===== config.mk =====
export PLATFORM = sky130hd
export DESIGN_NAME = heightmap_shadow_shader_flat
export DESIGN_NICKNAME = d
export VERILOG_FILES = /design/src/hw/rtl/hss_pkg.sv /design/src/hw/rtl/hss_in_if.sv /design/src/hw/rtl/hss_out_if.sv /design/src/hw/rtl/hss_cfg_if.sv /design/src/hw/rtl/heightmap_shadow_shader.sv /design/src/hw/rtl/hss_ctrl.sv /design/src/hw/rtl/hss_dp.sv /design/src/flat_wrapper.sv
export SDC_FILE = /design/constraint.sdc
export NUM_CORES = 2
export LEC_CHECK = 0
export ABC_AREA = 1
export ABC_CLOCK_PERIOD_IN_PS = 12600
export BUFFER_PORTS_ARGS = -buffer_cell sky130_fd_sc_hd__buf_2
export CAP_MARGIN = 20
export CELL_PAD_IN_SITES_DETAIL_PLACEMENT = 0
export CELL_PAD_IN_SITES_GLOBAL_PLACEMENT = 1
export CORE_MARGIN = 4
export CORE_UTILIZATION = 37
export DETAILED_ROUTE_END_ITERATION = 8
export PLACE_DENSITY_LB_ADDON = 0.05
export SLEW_MARGIN = 0
export SYNTH_ARGS = -nofsm -noshare
export SYNTH_HDL_FRONTEND = slang
export SYNTH_SLANG_ARGS = --single-unit

===== constraint.sdc =====
create_clock -name clk -period 12.6 [get_ports clk]
set_clock_uncertainty 0.05 [all_clocks]
set_input_delay 1.89 -clock clk [delete_from_list [all_inputs] [get_ports clk]]
set_output_delay 1.89 -clock clk [all_outputs]
set_load 0.03 [all_outputs]

===== src/hw/rtl/hss_pkg.sv =====
// Package for the height map shadow shader: widths, codes, FSM and
// controller/datapath link types. No dependencies.
`timescale 1ns / 1ps
package hss_pkg;
	localparam int HEIGHT_BITS = 16;
	localparam int HFRAC       = 8;
	localparam int SHADOW_BITS = HEIGHT_BITS + 8;
	localparam int SHADE_BITS  = 16;
	localparam int CFG_BITS    = 16;
	localparam int CFG_IDX_BITS = 2;
	localparam int ROOT_BITS   = 16;
	localparam logic [ROOT_BITS-1:0] ROOT_LIMIT = 16'd46341;

	typedef enum logic [CFG_IDX_BITS-1:0] {
		CFG_LIGHT_X     = 2'd0,
		CFG_LIGHT_Y     = 2'd1,
		CFG_SHADOW_DROP = 2'd2,
		CFG_NONE        = 2'd3
	} cfg_idx_t;

	typedef enum logic [2:0] {
		ST_IDLE, ST_MUL1, ST_MUL2, ST_ITER, ST_DONE
	} state_t;

	typedef struct packed {
		logic       accept;
		logic       do_mul1;
		logic       do_mul2;
		logic       do_iter;
		logic [3:0] bit_idx;
		logic       load_out;
	} cmd_t;

	typedef struct packed {
		logic dark;
	} sts_t;
endpackage


===== src/hw/rtl/hss_in_if.sv =====
// Input channel: height sample pair and row start flag.
// Depends on hss_pkg.
`timescale 1ns / 1ps
interface hss_in_if;
	import hss_pkg::*;
	logic valid;
	logic ready;
	logic signed [HEIGHT_BITS-1:0] height_here;
	logic signed [HEIGHT_BITS-1:0] height_next;
	logic row_start;
	modport source (output valid, height_here, height_next, row_start, input ready);
	modport sink (input valid, height_here, height_next, row_start, output ready);
endinterface


===== src/hw/rtl/hss_out_if.sv =====
// Output channel: shade and lit flag.
// Depends on hss_pkg.
`timescale 1ns / 1ps
interface hss_out_if;
	import hss_pkg::*;
	logic valid;
	logic ready;
	logic signed [SHADE_BITS-1:0] shade;
	logic lit;
	modport source (output valid, shade, lit, input ready);
	modport sink (input valid, shade, lit, output ready);
endinterface


===== src/hw/rtl/hss_cfg_if.sv =====
// Configuration write channel: register index and data.
// Depends on hss_pkg.
`timescale 1ns / 1ps
interface hss_cfg_if;
	import hss_pkg::*;
	logic valid;
	logic ready;
	logic [CFG_IDX_BITS-1:0] index;
	logic [CFG_BITS-1:0] data;
	modport source (output valid, index, data, input ready);
	modport sink (input valid, index, data, output ready);
endinterface


===== src/hw/rtl/heightmap_shadow_shader.sv =====
// Top level of the height map shadow shader: controller plus datapath.
// Depends on hss_pkg, the three channel interfaces, hss_ctrl and hss_dp.
`timescale 1ns / 1ps
// One pixel per input transaction, one result transaction per pixel, in order.
// Dark items (shadowed or slope not positive) get the slope multiply, then the
// output load; lit ones add squaring and a 16-step bit-serial root divider
// before the load, finding floor(|N|/sqrt(d^2+1)) one bit a cycle.
// The input is taken only when the previous item has left the datapath;
// the finished result sits in an output register so a stalled sink does not
// stop the next item's work. Shadow level updates at accept, reset by
// row_start. Config writes are always ready; write only while idle.
module heightmap_shadow_shader (
	input logic clk,
	input logic arst_n,
	hss_in_if.sink    in_ch,
	hss_out_if.source out_ch,
	hss_cfg_if.sink   cfg_ch
);
	import hss_pkg::*;

	cmd_t cmd;
	sts_t sts;

	assign cfg_ch.ready = 1'b1;

	hss_ctrl u_ctrl (
		.clk       (clk),
		.arst_n    (arst_n),
		.in_valid  (in_ch.valid),
		.in_ready  (in_ch.ready),
		.out_valid (out_ch.valid),
		.out_ready (out_ch.ready),
		.cmd       (cmd),
		.sts       (sts)
	);

	hss_dp u_dp (
		.clk         (clk),
		.arst_n      (arst_n),
		.cmd         (cmd),
		.sts         (sts),
		.cfg_we      (cfg_ch.valid),
		.cfg_index   (cfg_ch.index),
		.cfg_data    (cfg_ch.data),
		.height_here (in_ch.height_here),
		.height_next (in_ch.height_next),
		.row_start   (in_ch.row_start),
		.shade       (out_ch.shade),
		.lit         (out_ch.lit)
	);
endmodule


===== src/hw/rtl/hss_ctrl.sv =====
// Controller FSM for the shadow shader: sequences multiply and root steps.
// Depends on hss_pkg.
`timescale 1ns / 1ps
module hss_ctrl (
	input  logic          clk,
	input  logic          arst_n,
	input  logic          in_valid,
	output logic          in_ready,
	output logic          out_valid,
	input  logic          out_ready,
	output hss_pkg::cmd_t cmd,
	input  hss_pkg::sts_t sts
);
	import hss_pkg::*;

	state_t     state_q, state_d;
	logic [3:0] bit_q;
	logic       out_valid_q;

	always_comb begin
		state_d = state_q;
		unique case (state_q)
			ST_IDLE: if (in_valid) state_d = ST_MUL1;
			ST_MUL1: state_d = sts.dark ? ST_DONE : ST_MUL2;
			ST_MUL2: state_d = ST_ITER;
			ST_ITER: if (bit_q == 4'd0) state_d = ST_DONE;
			ST_DONE: if (!out_valid_q || out_ready) state_d = ST_IDLE;
			default: state_d = ST_IDLE;
		endcase
	end

	always_comb begin
		cmd = '0;
		cmd.bit_idx = bit_q;
		unique case (state_q)
			ST_IDLE: cmd.accept = in_valid;
			ST_MUL1: cmd.do_mul1 = 1'b1;
			ST_MUL2: cmd.do_mul2 = 1'b1;
			ST_ITER: cmd.do_iter = 1'b1;
			ST_DONE: cmd.load_out = !out_valid_q || out_ready;
			default: cmd = '0;
		endcase
	end

	assign in_ready  = (state_q == ST_IDLE);
	assign out_valid = out_valid_q;

	always_ff @(posedge clk or negedge arst_n) begin
		if (!arst_n) begin
			state_q     <= ST_IDLE;
			bit_q       <= 4'd15;
			out_valid_q <= 1'b0;
		end else begin
			state_q <= state_d;
			if (state_q == ST_ITER) bit_q <= bit_q - 4'd1;
			else bit_q <= 4'd15;
			if (cmd.load_out) out_valid_q <= 1'b1;
			else if (out_ready) out_valid_q <= 1'b0;
		end
	end

	a_load_free: assert property (@(posedge clk) disable iff (!arst_n)
		cmd.load_out |-> (!out_valid_q || out_ready)) else $error("result overwritten");
	a_iter_end: assert property (@(posedge clk) disable iff (!arst_n)
		(state_q == ST_ITER && bit_q == 4'd0) |=> state_q == ST_DONE)
		else $error("root loop overran");
	a_accept: assert property (@(posedge clk) disable iff (!arst_n)
		cmd.accept |=> state_q == ST_MUL1) else $error("accept lost");
endmodule


===== src/hw/rtl/hss_dp.sv =====
// Datapath for the shadow shader: config registers, shadow level,
// multipliers and bit-serial root divider. Depends on hss_pkg.
`timescale 1ns / 1ps
module hss_dp (
	input  logic                                clk,
	input  logic                                arst_n,
	input  hss_pkg::cmd_t                       cmd,
	output hss_pkg::sts_t                       sts,
	input  logic                                cfg_we,
	input  logic [hss_pkg::CFG_IDX_BITS-1:0]    cfg_index,
	input  logic [hss_pkg::CFG_BITS-1:0]        cfg_data,
	input  logic signed [hss_pkg::HEIGHT_BITS-1:0] height_here,
	input  logic signed [hss_pkg::HEIGHT_BITS-1:0] height_next,
	input  logic                                row_start,
	output logic signed [hss_pkg::SHADE_BITS-1:0]  shade,
	output logic                                lit
);
	import hss_pkg::*;

	localparam logic signed [SHADOW_BITS-1:0] LVL_MIN = {1'b1, {(SHADOW_BITS-1){1'b0}}};
	localparam logic signed [SHADOW_BITS-1:0] LVL_MAX = {1'b0, {(SHADOW_BITS-1){1'b1}}};

	logic signed [15:0] lx_q, ly_q, drop_q;
	logic signed [SHADOW_BITS-1:0] level_q;
	logic [15:0] d_q;
	logic        dark_q;
	logic        neg_q;
	logic [31:0] a_q, s_q;
	logic [63:0] n2_q, p_q;
	logic [47:0] qs_q;
	logic [ROOT_BITS-1:0] q_q;
	logic signed [SHADE_BITS-1:0] shade_q;
	logic        lit_q;

	// shadow level and slope at accept
	logic signed [SHADOW_BITS-1:0] nxt_ext, lvl0, lvl1;
	logic signed [SHADOW_BITS:0]   lvl_diff;
	logic signed [HEIGHT_BITS:0]   d_full;
	logic        dark_now;
	always_comb begin
		nxt_ext  = SHADOW_BITS'(height_next);
		lvl0     = row_start ? LVL_MIN : level_q;
		lvl1     = (nxt_ext > lvl0) ? nxt_ext : lvl0;
		d_full   = (HEIGHT_BITS+1)'(height_next) - (HEIGHT_BITS+1)'(height_here);
		dark_now = (nxt_ext < lvl1) || (d_full <= 0);
		lvl_diff = (SHADOW_BITS+1)'(lvl1) - (SHADOW_BITS+1)'(drop_q);
	end

	// numerator and slope square
	logic signed [32:0] dl;
	logic signed [33:0] n;
	logic [33:0] n_abs;
	always_comb begin
		dl    = $signed({1'b0, d_q}) * lx_q;
		n     = (34'(ly_q) <<< HFRAC) - 34'(dl);
		n_abs = n[33] ? -n : n;
	end

	// one root bit per cycle: P = q^2*s, QS = q*s
	logic [ROOT_BITS-1:0] cand;
	logic [64:0] trial;
	logic        take;
	always_comb begin
		cand  = q_q | (ROOT_BITS'(1) << cmd.bit_idx);
		trial = {1'b0, p_q} + ({17'b0, qs_q} << (5'(cmd.bit_idx) + 5'd1))
			+ ({33'b0, s_q} << {cmd.bit_idx, 1'b0});
		take  = (cand <= ROOT_LIMIT) && (trial <= {1'b0, n2_q});
	end

	logic signed [SHADE_BITS-1:0] res;
	always_comb begin
		if (neg_q) res = (q_q > 16'd32768) ? -16'sd32768 : -$signed(q_q);
		else res = (q_q > 16'd32767) ? 16'sd32767 : $signed(q_q);
	end

	always_ff @(posedge clk or negedge arst_n) begin
		if (!arst_n) begin
			lx_q    <= 16'sd16384;
			ly_q    <= '0;
			drop_q  <= '0;
			level_q <= LVL_MIN;
		end else begin
			if (cfg_we) begin
				unique case (cfg_idx_t'(cfg_index))
					CFG_LIGHT_X:     lx_q   <= $signed(cfg_data);
					CFG_LIGHT_Y:     ly_q   <= $signed(cfg_data);
					CFG_SHADOW_DROP: drop_q <= $signed(cfg_data);
					default: ;
				endcase
			end
			if (cmd.accept) begin
				if (lvl_diff < (SHADOW_BITS+1)'(LVL_MIN)) level_q <= LVL_MIN;
				else if (lvl_diff > (SHADOW_BITS+1)'(LVL_MAX)) level_q <= LVL_MAX;
				else level_q <= lvl_diff[SHADOW_BITS-1:0];
			end
		end
	end

	always_ff @(posedge clk) begin
		if (cmd.accept) begin
			d_q    <= d_full[15:0];
			dark_q <= dark_now;
		end
		if (cmd.do_mul1) begin
			neg_q <= n[33];
			a_q   <= n_abs[31:0];
			s_q   <= 32'({16'b0, d_q} * {16'b0, d_q}) + 32'd65536;
		end
		if (cmd.do_mul2) begin
			n2_q <= {32'b0, a_q} * {32'b0, a_q};
			p_q  <= '0;
			qs_q <= '0;
			q_q  <= '0;
		end
		if (cmd.do_iter && take) begin
			q_q  <= cand;
			p_q  <= trial[63:0];
			qs_q <= qs_q + ({16'b0, s_q} << cmd.bit_idx);
		end
		if (cmd.load_out) begin
			shade_q <= dark_q ? '0 : res;
			lit_q   <= !dark_q;
		end
	end

	assign sts.dark = dark_q;
	assign shade    = shade_q;
	assign lit      = lit_q;
endmodule


===== src/flat_wrapper.sv =====
// flat-port wrapper written by rule: the top's interface ports become plain ports
module heightmap_shadow_shader_flat import hss_pkg::*;
  (clk, arst_n, in_ch_valid, in_ch_height_here, in_ch_height_next, in_ch_row_start, in_ch_ready, out_ch_valid, out_ch_shade, out_ch_lit, out_ch_ready, cfg_ch_valid, cfg_ch_index, cfg_ch_data, cfg_ch_ready);
  hss_in_if in_ch_i ();
  hss_out_if out_ch_i ();
  hss_cfg_if cfg_ch_i ();
  input logic clk;
  input logic arst_n;
  input wire logic [$bits(in_ch_i.valid)-1:0] in_ch_valid;
  input wire logic [$bits(in_ch_i.height_here)-1:0] in_ch_height_here;
  input wire logic [$bits(in_ch_i.height_next)-1:0] in_ch_height_next;
  input wire logic [$bits(in_ch_i.row_start)-1:0] in_ch_row_start;
  output wire logic [$bits(in_ch_i.ready)-1:0] in_ch_ready;
  output wire logic [$bits(out_ch_i.valid)-1:0] out_ch_valid;
  output wire logic [$bits(out_ch_i.shade)-1:0] out_ch_shade;
  output wire logic [$bits(out_ch_i.lit)-1:0] out_ch_lit;
  input wire logic [$bits(out_ch_i.ready)-1:0] out_ch_ready;
  input wire logic [$bits(cfg_ch_i.valid)-1:0] cfg_ch_valid;
  input wire logic [$bits(cfg_ch_i.index)-1:0] cfg_ch_index;
  input wire logic [$bits(cfg_ch_i.data)-1:0] cfg_ch_data;
  output wire logic [$bits(cfg_ch_i.ready)-1:0] cfg_ch_ready;
  assign in_ch_i.valid = in_ch_valid;
  assign in_ch_i.height_here = in_ch_height_here;
  assign in_ch_i.height_next = in_ch_height_next;
  assign in_ch_i.row_start = in_ch_row_start;
  assign in_ch_ready = in_ch_i.ready;
  assign out_ch_valid = out_ch_i.valid;
  assign out_ch_shade = out_ch_i.shade;
  assign out_ch_lit = out_ch_i.lit;
  assign out_ch_i.ready = out_ch_ready;
  assign cfg_ch_i.valid = cfg_ch_valid;
  assign cfg_ch_i.index = cfg_ch_index;
  assign cfg_ch_i.data = cfg_ch_data;
  assign cfg_ch_ready = cfg_ch_i.ready;
  heightmap_shadow_shader u_core (.clk(clk), .arst_n(arst_n), .in_ch(in_ch_i), .out_ch(out_ch_i), .cfg_ch(cfg_ch_i));
endmodule

==> impl_metrics.env <==
export IMPL_outcome="finished, final reports clean"
export IMPL_setup_tns_ns=0
export IMPL_hpwl_mm=218
export IMPL_floorplan_initialDensity_pct=37.2
export IMPL_ys_seq_area_share_pct=13.1
export IMPL_nNetsFinal=12600
export IMPL_clk_pin_slew_ns=0.06
export IMPL_timing_hold_ws_ns=0.423
export IMPL_synth_top_area_cell="fa_1"
export IMPL_place_congestion=0.914
export IMPL_cap_violations=0
export IMPL_pin_count=76
export IMPL_die_area_sq_um=228000
export IMPL_cts_max_path_buffers=3
export IMPL_wl_mm=260
export IMPL_grt_pass1_wl_mm=408
export IMPL_max_slew_margin_rel_pct=20.4
export IMPL_wl_per_cell_microns=19.4
export IMPL_overflow=0
export IMPL_yosysMostFrequentCell="inv_1"
export IMPL_hold_class="flop to flop"
export IMPL_clock_root_buffer="clkbuf_16"
export IMPL_worstSetupEndpointType="flop"
export IMPL_num_vias=64800
export IMPL_ys_async_sr_fraction_pct=21.7
export IMPL_synthCells=10600
export IMPL_cp_required_ns=12.91
export IMPL_die_y_microns=478
export IMPL_die_w_microns=478
export IMPL_rows=172
export IMPL_grt_util_all_layers_pct=22.9
export IMPL_synth_distinct_cells=61
export IMPL_met3WireLength_mm=8.34
export IMPL_cpPeakStageDelay_ns=0.73
export IMPL_hold_buffers=0
export IMPL_grt_pass1_vias=68400
export IMPL_antenna_found_initial=2
export IMPL_synth_edf_count=289
export IMPL_htreeDepth=2
export IMPL_drive_gt1_share_pct=3.99
export IMPL_area_growth_pct=6.30
export IMPL_rsz0062_at_grt="no"
export IMPL_cts_buffers=49
export IMPL_syn_area_per_cell_sq_um=7.70
export IMPL_ys_top_cells_by_area="fa_1, inv_1, ha_1, edfxtp_1, nand2_1"
export IMPL_syn_nets=12700
export IMPL_max_slew_worst_pin_slew_ns=1.18
export IMPL_io_buffers=74
export IMPL_path_delay_family="simple AND/OR/NAND/NOR gates"
export IMPL_period_minus_slack_ns=9.64
export IMPL_ys_warn_count=0
export IMPL_reg2regPathDepth=46
export IMPL_ys_ff_latch=369
export IMPL_path_max_fanout=54
export IMPL_finalSetupViolations=0
export IMPL_netlist_top_cells_count="inv_1, nand2_1, fa_1, ha_1, o21ai_0"
export IMPL_slowest_stage="o21ai_0"
export IMPL_hold_violations=0
export IMPL_drt_met1_wl_mm=127
export IMPL_via_per_inst=4.83
export IMPL_routed_top_layer="met4"
export IMPL_slew_viol_final=0
export IMPL_wl_met2_mm=121
export IMPL_cts_repair_resized=0
export IMPL_insertion_delay_ns=0.67
export IMPL_drc=0
export IMPL_first_pass_iters=6
export IMPL_synth_top_cell_area_share_pct=30.9
export IMPL_grt_start_max_net_pins=77
export IMPL_max_clock_freq_mhz=104
export IMPL_synth_flop_cell="edfxtp_1"
export IMPL_antenna_cells=0
export IMPL_critPathLaunchType="flop"
export IMPL_path_depth=46
export IMPL_path_buf_inv=7
export IMPL_cts_tree="built"
export IMPL_cp_common_cell="nand2_1"
export IMPL_drt_iter0_markers=3910
export IMPL_crit_type="flop to flop"
export IMPL_crit_arrival_ns=9.96
export IMPL_min_path_cells=2
export IMPL_fin_crit_sh_pct=76.5
export IMPL_clock_sinks=369
export IMPL_ant_nets=0
export IMPL_cts_setup_buffers=0
export IMPL_syn_cell_area_sq_um=81700
export IMPL_core_area_sq_um=220000
[through the flow]
step,instances,instance area [sq um],worst slack (ns),utilization (%)
2_1_floorplan,10600,81700,2.26,-
3_3_place_gp,13300,85000,3.02,38.7
3_5_place_dp,13300,85000,3.14,38.7
4_1_cts,13400,86700,3.06,39.5
5_1_grt,13400,86800,2.24,39.5
6_report,13400,86800,2.96,39.5
[cells in the final DEF (no fill, tap or decap), types with 74 or more instances in the layout]
cell type	n
inv_1	2949
nand2_1	2156
fa_1	1260
ha_1	780
o21ai_0	620
nor2_1	547
a21oi_1	441
edfxtp_1	289
xor2_1	197
nand3_1	173
nor2_2	110
xnor2_1	98
buf_4	87
dfrtp_1	74
[per-layer routing]
metal  vias up  track usage, %
li1      31600               -
met1     31900            33.4
met2      1056            38.0
met3       169            1.70
met4         0            3.24
met5         -               0
[kinds of logic (layout without fill, tap and decap cells)]
| group | after synthesis | in the layout | share of synthesized area (%) |
|---|---|---|---|
| compound gates | 1351 | 1351 | 9.08 |
| xor+xnor | 295 | 295 | 3.16 |
| fa+ha+maj | 2040 | 2040 | 42.8 |
| buf+inv | 3288 | 3212 | 15.3 |
| flops | 369 | 369 | 13.1 |
| mux | 60 | 60 | 0.736 |
| other cells | 2 | 2 | 0.00920 |
| simple gates | 3193 | 3193 | 15.8 |
[worst reg2reg max path: cells and delay by family (launching register included)]
family / cells / cell delay [ns]
and+or+nand+nor: 24 / 2.85
DFF: 1 / 0.46
xor gates and xnor gates: 1 / 0.33
AOI/OAI and AO/OA: 10 / 2.64
adders and majority gates: 4 / 1.38
buffers and inverters: 7 / 1.54
[flip-flops by register name, indices dropped and copies added (netlist names), 24 cells and up]
name,cells
u_core.u_dp.p_q,64
u_core.u_dp.level_q,24
u_core.u_dp.s_q,31
u_core.u_dp.n2_q,63
u_core.u_dp.a_q,32
u_core.u_dp.qs_q,48
[final timing paths]
| check | startpoint | end | slack (ns) |
|---|---|---|---|
| worst min register to register | u_core.u_dp.level_q[23] | u_core.u_dp.level_q[23] | 0.42 |
| max in group asynchronous | arst_n | u_core.u_dp.ly_q[2] | 10.23 |
| worst max-delay path | u_core.u_ctrl.state_q[1] | u_core.u_dp.p_q[22] | 2.96 |
| worst max register to register | u_core.u_ctrl.state_q[1] | u_core.u_dp.p_q[22] | 2.96 |
| worst min-delay path | u_core.u_dp.level_q[23] | u_core.u_dp.level_q[23] | 0.42 |
| min in group asynchronous | arst_n | u_core.u_dp.level_q[14] | 1.11 |
[cell type report]
type                    count  area, sq um
clock buffers              66         1360
clock inverters            25          358
fillers                 23200       133000
inverters                2956        11100
multi-input cells        6941        58600
flip-flops and latches    369        10700
well taps                2871         3590
repair buffers            165         1120
Power is not shown: default switching activity piles up to over one toggle a cycle in this logic, so the estimate is an artifact.
